--- src/sv/bba_pkg.sv ---
`timescale 1ns / 1ps
package bba_pkg;

  localparam int unsigned HeapBytesDefault = 1048576;
  localparam int unsigned MinBlockBytesDefault = 4096;

  localparam logic [1:0] ST_FREE  = 2'd0;
  localparam logic [1:0] ST_USED  = 2'd1;
  localparam logic [1:0] ST_SPLIT = 2'd2;

  localparam logic CMD_ALLOC = 1'b0;
  localparam logic CMD_FREE  = 1'b1;

  typedef enum logic [3:0] {
    S_CLEAR,
    S_IDLE,
    S_ROUND,
    S_RD,
    S_WAIT,
    S_EVAL,
    S_UP,
    S_CHK_RD,
    S_CHK_WAIT,
    S_CHK_EVAL,
    S_DONE
  } state_t;

endpackage

--- src/sv/bba_if.sv ---
`timescale 1ns / 1ps
interface bba_req_if;
  logic        valid;
  logic        ready;
  logic        command;
  logic [31:0] request_size;
  logic [31:0] free_address;
  modport source (output valid, command, request_size, free_address, input ready);
  modport sink   (input valid, command, request_size, free_address, output ready);
endinterface

interface bba_rsp_if;
  logic        valid;
  logic        ready;
  logic        success;
  logic [31:0] block_address;
  logic [31:0] granted_size;
  modport source (output valid, success, block_address, granted_size, input ready);
  modport sink   (input valid, success, block_address, granted_size, output ready);
endinterface

--- src/sv/bba_ram.sv ---
`timescale 1ns / 1ps
module bba_ram #(
  parameter int Width = 2,
  parameter int Depth = 512
) (
  input  logic                     clk,
  input  logic                     we,
  input  logic [$clog2(Depth)-1:0] waddr,
  input  logic [Width-1:0]         wdata,
  input  logic [$clog2(Depth)-1:0] raddr,
  output logic [Width-1:0]         rdata
);
  logic [Width-1:0] mem [Depth];

  // write port and registered read port
  always_ff @(posedge clk) begin
    if (we) mem[waddr] <= wdata;
    rdata <= mem[raddr];
  end
endmodule

--- src/sv/buddy_block_allocator.sv ---
`timescale 1ns / 1ps
// Binary buddy allocator over a tree of block states kept in one RAM.
// Input channel (in): command 0 allocates request_size bytes, 1 releases
// the block at free_address. One result beat per request on out: success,
// block_address (heap_base + offset) and granted_size for an allocate.
// cfg_we/cfg_wdata write heap_base; write it only while the block is idle.
// A request is walked depth-first through the node RAM by one sequencer.
// Each visited node takes a RAM read, a read wait and an evaluate and
// write-back state, and each step back up one more; once a free finds
// its block, it reads both children at each level on the way back up
// and merges the parent when both are free.
// in_ready is high only in the idle state with no result pending: one
// request at a time.
// After reset the sequencer clears every node to free, one node a cycle,
// before accepting a request.
// The result register holds its beat while out_ready is low; the next
// request is taken only after the result is taken.
module buddy_block_allocator #(
  parameter int unsigned HEAP_BYTES      = bba_pkg::HeapBytesDefault,
  parameter int unsigned MIN_BLOCK_BYTES = bba_pkg::MinBlockBytesDefault
) (
  input  logic        clk,
  input  logic        rst_n,
  input  logic        cfg_we,
  input  logic [31:0] cfg_wdata,
  bba_req_if.sink     in_req,
  bba_rsp_if.source   out_rsp
);
  import bba_pkg::*;

  localparam int unsigned Leaves = HEAP_BYTES / MIN_BLOCK_BYTES;
  localparam int unsigned Slots  = 4 * Leaves;
  localparam int unsigned AW     = $clog2(Slots);
  localparam int unsigned DW     = $clog2(AW);   // depth counter
  localparam logic [33:0] Heap34 = 34'(HEAP_BYTES);
  localparam logic [33:0] Min34  = 34'(MIN_BLOCK_BYTES);

  state_t state_r, state_nxt;

  logic [31:0] heap_base_r;
  logic        cmd_r;
  logic [33:0] req_r, want_r;
  logic [31:0] addr_r;
  logic [33:0] idx_r, size_r, off_r;
  logic [DW-1:0] dep_r;
  logic [2**DW-1:0] path_r;       // per depth: 1 = currently in right child
  logic        done_r;            // result of last child return
  logic        left_free_r;
  logic        succ_r;
  logic [31:0] baddr_r, gsize_r;
  logic        ovalid_r;
  logic [AW-1:0] clr_r;

  // RAM
  logic          we;
  logic [AW-1:0] waddr, raddr;
  logic [1:0]    wdata, rdata;

  bba_ram #(.Width(2), .Depth(Slots)) u_ram (
    .clk(clk), .we(we), .waddr(waddr), .wdata(wdata), .raddr(raddr), .rdata(rdata)
  );

  wire idx_ok = (idx_r < 34'(Slots));
  wire [1:0] st = idx_ok ? rdata : ST_USED;
  wire [33:0] half = size_r >> 1;
  wire has_kids = size_r > Min34;
  wire addr_hit = (heap_base_r + off_r[31:0]) == addr_r;
  wire alloc_hit = (st == ST_FREE) && (size_r == want_r);
  wire free_hit = (st == ST_USED) && addr_hit;

  // next state
  always_comb begin
    state_nxt = state_r;
    case (state_r)
      S_CLEAR:    if (clr_r == AW'(Slots - 1)) state_nxt = S_IDLE;
      S_IDLE:     if (in_req.valid && !ovalid_r) state_nxt = S_ROUND;
      S_ROUND: begin
        if (cmd_r == CMD_ALLOC && req_r > Heap34) state_nxt = S_DONE;
        else if (cmd_r == CMD_FREE || want_r >= req_r) state_nxt = S_RD;
      end
      S_RD:       state_nxt = S_WAIT;
      S_WAIT:     state_nxt = S_EVAL;
      S_EVAL: begin
        if (cmd_r == CMD_ALLOC) begin
          if ((st == ST_FREE || st == ST_SPLIT) && want_r <= size_r &&
              !(st == ST_FREE && size_r == want_r) && has_kids) state_nxt = S_RD;
          else state_nxt = S_UP;
        end else begin
          if (st == ST_SPLIT && has_kids) state_nxt = S_RD;
          else state_nxt = S_UP;
        end
      end
      S_UP: begin
        if (dep_r == '0) state_nxt = S_DONE;
        else if (done_r) begin
          state_nxt = (cmd_r == CMD_FREE) ? S_CHK_RD : S_UP;
        end else if (!path_r[dep_r - DW'(1)]) state_nxt = S_RD;
        else state_nxt = S_UP;
      end
      S_CHK_RD:   state_nxt = S_CHK_WAIT;
      S_CHK_WAIT: state_nxt = S_CHK_EVAL;
      S_CHK_EVAL: state_nxt = (idx_r[0]) ? S_UP : S_CHK_RD;
      S_DONE:     state_nxt = S_IDLE;
      default:    state_nxt = S_IDLE;
    endcase
  end

  // outputs and RAM control
  always_comb begin
    we = 1'b0; waddr = idx_r[AW-1:0]; wdata = ST_FREE; raddr = idx_r[AW-1:0];
    case (state_r)
      S_CLEAR: begin
        we = 1'b1; waddr = clr_r;
      end
      S_EVAL: begin
        if (idx_ok) begin
          if (cmd_r == CMD_ALLOC) begin
            if (st == ST_FREE && want_r <= size_r) begin
              we = 1'b1; wdata = (size_r == want_r) ? ST_USED : ST_SPLIT;
            end
          end else if (st == ST_USED && addr_hit) begin
            we = 1'b1; wdata = ST_FREE;
          end
        end
      end
      S_CHK_EVAL: begin
        // at right child: merge parent if both children free
        if (idx_r[0] && left_free_r && st == ST_FREE) begin
          we = 1'b1; waddr = AW'(idx_r >> 1); wdata = ST_FREE;
        end
      end
      default: ;
    endcase
  end

  assign in_req.ready      = (state_r == S_IDLE) && !ovalid_r;
  assign out_rsp.valid         = ovalid_r;
  assign out_rsp.success       = succ_r;
  assign out_rsp.block_address = baddr_r;
  assign out_rsp.granted_size  = gsize_r;

  // datapath registers
  always_ff @(posedge clk) begin
    if (!rst_n) begin
      state_r <= S_CLEAR; clr_r <= '0; ovalid_r <= 1'b0; heap_base_r <= '0;
    end else begin
      state_r <= state_nxt;
      if (cfg_we) heap_base_r <= cfg_wdata;
      // raise the result beat when done, drop it once taken
      if (state_r == S_DONE) ovalid_r <= 1'b1;
      else if (out_rsp.ready) ovalid_r <= 1'b0;
      case (state_r)
        S_CLEAR: clr_r <= clr_r + AW'(1);
        S_IDLE: if (in_req.valid && !ovalid_r) begin
          cmd_r <= in_req.command; req_r <= 34'(in_req.request_size);
          addr_r <= in_req.free_address; want_r <= Min34;
          idx_r <= 34'd1; size_r <= Heap34; off_r <= '0; dep_r <= '0;
          done_r <= 1'b0; succ_r <= 1'b0; baddr_r <= '0; gsize_r <= '0;
        end
        S_ROUND: if (cmd_r == CMD_ALLOC && want_r < req_r) want_r <= want_r << 1;
        S_EVAL: begin
          if (state_nxt == S_RD) begin
            // descend into left child
            path_r[dep_r] <= 1'b0; dep_r <= dep_r + DW'(1);
            idx_r <= idx_r << 1; size_r <= half;
          end else if (cmd_r == CMD_ALLOC) begin
            done_r <= alloc_hit;
            if (alloc_hit) begin
              succ_r <= 1'b1;
              baddr_r <= heap_base_r + off_r[31:0]; gsize_r <= want_r[31:0];
            end
          end else begin
            done_r <= free_hit;
            if (free_hit) succ_r <= 1'b1;
          end
        end
        S_UP: if (dep_r != '0) begin
          if (done_r) begin
            // free: go check siblings starting with left child of parent
            if (cmd_r == CMD_FREE) idx_r <= {idx_r[33:1], 1'b0};
            else begin
              idx_r <= idx_r >> 1; size_r <= size_r << 1;
              if (path_r[dep_r - DW'(1)]) off_r <= off_r - size_r;
              dep_r <= dep_r - DW'(1);
            end
          end else if (!path_r[dep_r - DW'(1)]) begin
            // try right sibling
            path_r[dep_r - DW'(1)] <= 1'b1;
            idx_r <= idx_r | 34'd1; off_r <= off_r + size_r;
          end else begin
            idx_r <= idx_r >> 1; size_r <= size_r << 1;
            off_r <= off_r - size_r; dep_r <= dep_r - DW'(1);
          end
        end
        S_CHK_EVAL: begin
          if (!idx_r[0]) begin
            left_free_r <= (st == ST_FREE); idx_r <= idx_r | 34'd1;
          end else begin
            // pop one level
            if (path_r[dep_r - DW'(1)]) off_r <= off_r - size_r;
            idx_r <= idx_r >> 1; size_r <= size_r << 1; dep_r <= dep_r - DW'(1);
          end
        end
        default: ;
      endcase
    end
  end

endmodule
--- src/flat_wrapper.sv ---
// flat-port wrapper written by rule: the top's interface ports become plain ports
module buddy_block_allocator_flat import bba_pkg::*;
#(
  parameter int unsigned HEAP_BYTES      = bba_pkg::HeapBytesDefault,
  parameter int unsigned MIN_BLOCK_BYTES = bba_pkg::MinBlockBytesDefault
)
  (clk, rst_n, cfg_we, cfg_wdata, in_req_valid, in_req_command, in_req_request_size, in_req_free_address, in_req_ready, out_rsp_valid, out_rsp_success, out_rsp_block_address, out_rsp_granted_size, out_rsp_ready);
  bba_req_if in_req_i ();
  bba_rsp_if out_rsp_i ();
  input  logic clk;
  input  logic rst_n;
  input  logic cfg_we;
  input  logic [31:0] cfg_wdata;
  input wire logic [$bits(in_req_i.valid)-1:0] in_req_valid;
  input wire logic [$bits(in_req_i.command)-1:0] in_req_command;
  input wire logic [$bits(in_req_i.request_size)-1:0] in_req_request_size;
  input wire logic [$bits(in_req_i.free_address)-1:0] in_req_free_address;
  output wire logic [$bits(in_req_i.ready)-1:0] in_req_ready;
  output wire logic [$bits(out_rsp_i.valid)-1:0] out_rsp_valid;
  output wire logic [$bits(out_rsp_i.success)-1:0] out_rsp_success;
  output wire logic [$bits(out_rsp_i.block_address)-1:0] out_rsp_block_address;
  output wire logic [$bits(out_rsp_i.granted_size)-1:0] out_rsp_granted_size;
  input wire logic [$bits(out_rsp_i.ready)-1:0] out_rsp_ready;
  assign in_req_i.valid = in_req_valid;
  assign in_req_i.command = in_req_command;
  assign in_req_i.request_size = in_req_request_size;
  assign in_req_i.free_address = in_req_free_address;
  assign in_req_ready = in_req_i.ready;
  assign out_rsp_valid = out_rsp_i.valid;
  assign out_rsp_success = out_rsp_i.success;
  assign out_rsp_block_address = out_rsp_i.block_address;
  assign out_rsp_granted_size = out_rsp_i.granted_size;
  assign out_rsp_i.ready = out_rsp_ready;
  buddy_block_allocator #(.HEAP_BYTES(HEAP_BYTES), .MIN_BLOCK_BYTES(MIN_BLOCK_BYTES)) u_core (.clk(clk), .rst_n(rst_n), .cfg_we(cfg_we), .cfg_wdata(cfg_wdata), .in_req(in_req_i), .out_rsp(out_rsp_i));
endmodule
--- config.mk ---
export PLATFORM = sky130hd
export DESIGN_NAME = buddy_block_allocator_flat
export DESIGN_NICKNAME = d
export VERILOG_FILES = /design/src/sv/bba_pkg.sv /design/src/sv/bba_if.sv /design/src/sv/bba_ram.sv /design/src/sv/buddy_block_allocator.sv /design/src/flat_wrapper.sv
export SDC_FILE = /design/constraint.sdc
export NUM_CORES = 2
export LEC_CHECK = 0
export BUFFER_PORTS_ARGS = -buffer_cell sky130_fd_sc_hd__buf_2
export CAP_MARGIN = 15
export CELL_PAD_IN_SITES_DETAIL_PLACEMENT = 2
export CELL_PAD_IN_SITES_GLOBAL_PLACEMENT = 2
export CORE_UTILIZATION = 30
export CTS_BUF_LIST = sky130_fd_sc_hd__clkbuf_16
export CTS_CLUSTER_DIAMETER = 60
export DETAILED_ROUTE_END_ITERATION = 16
export PLACE_DENSITY_LB_ADDON = 0.25
export SLEW_MARGIN = 20
export SYNTH_ARGS = -nofsm -noshare
export SYNTH_HDL_FRONTEND = slang
export SYNTH_SLANG_ARGS = --single-unit
export TNS_END_PERCENT = 10
--- constraint.sdc ---
create_clock -name clk -period 105.2 [get_ports clk]
set_clock_uncertainty 0.05 [all_clocks]
set_input_delay 31.56 -clock clk [delete_from_list [all_inputs] [get_ports clk]]
set_output_delay 31.56 -clock clk [all_outputs]
set_load 0.05 [all_outputs]
==> impl_metrics.py <==
metrics = {
    "grt": {
        "first_global_vias": 67400,
        "initial_antenna_violation_count": 21,
        "grt_start_max_net_pins": 215,
        "grt_overflow_total": 0,
        "grt_usage": 0.187,
        "grt_pass1_wl_um": 489000,
    },
    "worst_setup_path": {
        "worst_path_dominant_cell_family": "simple AND/OR/NAND/NOR gates",
        "cp-end-kind": "output port",
        "worst-path-buf-inv": 1,
        "worst_setup_path_start_kind": "flip-flop",
        "crit_slowest_cell": "sky130_fd_sc_hd__dfxtp_1",
        "crit_fanout": 14,
        "crit_arrival_ps": 2770,
        "cp_slowest_stage_delay_ps": 600,
        "critical_path_cell_count": 4,
        "crit_path_cell_trace": "nand2b_1 > or3_1 > nor2_1 > buf_2",
        "timing.reg2reg.worst_path_depth": 18,
        "setup_cp_type": "reg -> out",
        "critPathRequiredTime_ps": 73590,
    },
    "clock_tree": {
        "htree_num_levels": 5,
        "cts_inserted_buffers": 298,
        "clk_pin_slew_worst_paths_ps": 60,
        "cts_tree": "done",
        "clock_insertion_delay_worst_skew_ps": 930,
        "post-cts-setup-buffer-count": 0,
        "post_cts.resized_instances": 0,
        "clock_sink_count": 2359,
        "clock_tree.buffer_depth": 4,
        "clockRootBuffer": "sky130_fd_sc_hd__clkbuf_16",
        "postCtsHoldBufs": 0,
    },
    "layout": {
        "ff_latch_area_um2": 70300,
        "layout.core_utilization": 0.346,
        "syn2layout_area_growth_pct": 14.6,
        "layout.nets": 6709,
        "multiInputGateArea_um2": 32400,
        "fillCellCount": 34400,
        "final_layout_size_suffix_gt1_frac": 0.219,
    },
    "die": {
        "die-area_um2": 352000,
        "start_util": 0.302,
        "die_height_um": 594,
        "core_area_um2": 347000,
        "floorplan.rows": 216,
        "num_io_pins": 169,
        "die-width_um": 594,
    },
    "logic_synthesis": {
        "yosys-top-cells-area": "sky130_fd_sc_hd__edfxtp_1, sky130_fd_sc_hd__mux4_2, sky130_fd_sc_hd__nor3_1",
        "share_of_the_yosys_chip_area_belonging_to_registers": 0.670,
        "synth.ff_latch_count": 2359,
        "synth.cell_area_um2": 105000,
        "synth_largest_area_cell": "sky130_fd_sc_hd__edfxtp_1",
        "unique_cell_type_count_in_the_yosys_netlist": 89,
        "async_flop_share": 0,
        "yosysWarnings": 0,
        "synth_enable_flop_cells": 2310,
        "syn-instance-count": 6425,
        "synth_largest_type_area_fraction": 0.661,
        "mean_post_synth_cell_area_um2": 16.3,
        "ys_dominant_reg_cell": "sky130_fd_sc_hd__edfxtp_1",
    },
    "sta": {
        "setup_tns_ps": 0,
        "slew_violations": 0,
        "rsz0062_at_grt": "false",
        "layout_worst_path_cycle_share": 0.327,
        "finalSetupViolations": 0,
        "final.min_clock_period_ps": 34380,
        "max_clock_freq_mhz": 29.1,
        "worst_max_slew_pin_slew_ps": 1220,
        "maxSlewHeadroom": 0.186,
        "final_hold_violation_count": 0,
    },
    "job": {
        "cap_viol_max_count": 0,
    },
    "detailed_routing": {
        "first_iter_violations": 5025,
        "drt_pass1_iterations": 7,
        "vias_per_cell": 5.46,
        "drt.antenna.violating_nets": 0,
        "wire_per_inst_um": 29.9,
        "drt-total-wl_um": 337000,
        "routed-via-count": 61600,
        "drt_drc_violations_left": 0,
    },
    "power_and_ir_drop": {
        "vdd.ir_drop.worst_uv": 10.8,
        "power.density_cell_area_nw_per_um2": 17.0,
        "power_leakage_nw": 35.8,
    },
    "place": {
        "gp_congestion": 0.777,
        "detailed_place_hpwl_um": 199000,
        "io_buffer_count": 156,
    },
    "outcome": {
        "outcome": "finished clean",
    },
    "worst_hold_path": {
        "worst_hold_path_type": "reg -> reg",
        "worstHoldPathCells": 2,
    },
}
## state kept, by name, summed over array words and instances (netlist names), 10 cells and up
register,count
u_core.addr_r,32
u_core.want_r,22
u_core.out_rsp.granted_size,20
u_core.heap_base_r,32
u_core.u_ram.mem,2048
u_core.off_r,32
u_core.idx_r,34
u_core.out_rsp.block_address,32
u_core.size_r,34
u_core.clr_r,10
u_core.path_r,16
u_core.req_r,32
## cell usage after synthesis, drive strengths merged (43+ instances only)
cell type	n
nand2	176
and2	50
a21o	46
nor2b	58
nor3	1071
nand3	105
dfxtp	49
mux4	684
a21oi	130
buf	179
clkbuf	378
mux2i	43
inv	112
edfxtp	2310
nor2	170
o21ai	95
ha	140
## cell usage in the layout (no fill, tap or decap), drive strengths merged, types with 95 or more instances in the layout
cell,instances
clkinv,109
nand2,176
ha,140
o21ai,95
nand3,105
mux4,684
buf,285
edfxtp,2310
clkbuf,302
a21oi,130
nor3,1071
inv,209
nor2,170
## cells by family (layout without fill, tap and decap cells)
| logic type | Yosys count | count (layout) | share of synthesized area |
|---|---|---|---|
| adder cells (fa/ha/maj) | 143 | 143 | 0.0173 |
| other | 1 | 17 | 0.0000357 |
| XOR/XNOR | 68 | 68 | 0.00729 |
| AND/OR/NAND/NOR | 1830 | 1830 | 0.0879 |
| buffers and inverters | 670 | 931 | 0.0250 |
| multiplexers | 730 | 730 | 0.151 |
| AO/OA/AOI/OAI | 624 | 624 | 0.0411 |
| flip-flops | 2359 | 2359 | 0.670 |
## final timing paths
kind                startpoint                       end  slack [ps]
max          u_core.state_r[0]              in_req_ready       70820
min            u_core.clr_r[6]           u_core.clr_r[6]         480
max reg2reg    u_core.off_r[1]  u_core.u_ram.mem[589][0]       97340
min reg2reg    u_core.clr_r[6]           u_core.clr_r[6]         480
## worst register-to-register path: stages (launching register included)
cell and delay (ps):
sky130_fd_sc_hd__edfxtp_1 580, sky130_fd_sc_hd__inv_1 210, sky130_fd_sc_hd__fa_1 540, sky130_fd_sc_hd__or2b_1 280, sky130_fd_sc_hd__a21o_1 230, sky130_fd_sc_hd__a21oi_1 670, sky130_fd_sc_hd__a311oi_1 310, sky130_fd_sc_hd__and2_1 320
sky130_fd_sc_hd__o311ai_0 330, sky130_fd_sc_hd__and4b_1 240, sky130_fd_sc_hd__nand4_1 150, sky130_fd_sc_hd__nor4_1 100, sky130_fd_sc_hd__buf_4 170, sky130_fd_sc_hd__nor2_4 120, sky130_fd_sc_hd__buf_12 520, sky130_fd_sc_hd__buf_12 510
sky130_fd_sc_hd__buf_4 1220, sky130_fd_sc_hd__buf_4 750, sky130_fd_sc_hd__nor3_1 290
## stage by stage
stage	instance area, um^2	cells	hold slack [ps]	setup slack, ps	total power, mW
final	120000	11300	480	70820	2.04
after global routing	120000	11300	510	70670	2.10
after CTS	120000	11300	481	70720	2.06
after detailed placement	111000	10700	472	70740	1.07
after global placement	111000	10700	449	70840	1.07
after floorplan	105000	6436	418	56570	1.05
## report_power, final
group / switching [mW] / internal (mW) / total (mW) / leakage [nW]
registers: 0.00107 / 1.02 / 1.02 / 19.7
clock network: 0.421 / 0.574 / 0.995 / 4.86
logic: 0.0206 / 0.00779 / 0.0284 / 11.2
## layer usage
metal | global-route usage | part of all wire
met5 | 0 | 0.000065
met4 | 0.0550 | 0.029
met3 | 0.0262 | 0.048
met2 | 0.315 | 0.49
met1 | 0.252 | 0.43
## area by class of cell
cell class                      count  area share
Clock inverter                    231      0.0156
Sequential cell                  2359       0.585
Clock buffer                      302      0.0628
Inverter                          113     0.00353
Antenna cell                        5    0.000104
Timing Repair Buffer              285      0.0160
Multi-Input combinational cell   3407       0.269
Tap cell                         4578      0.0476
Note: power is estimated with default switching activity, not from simulation.
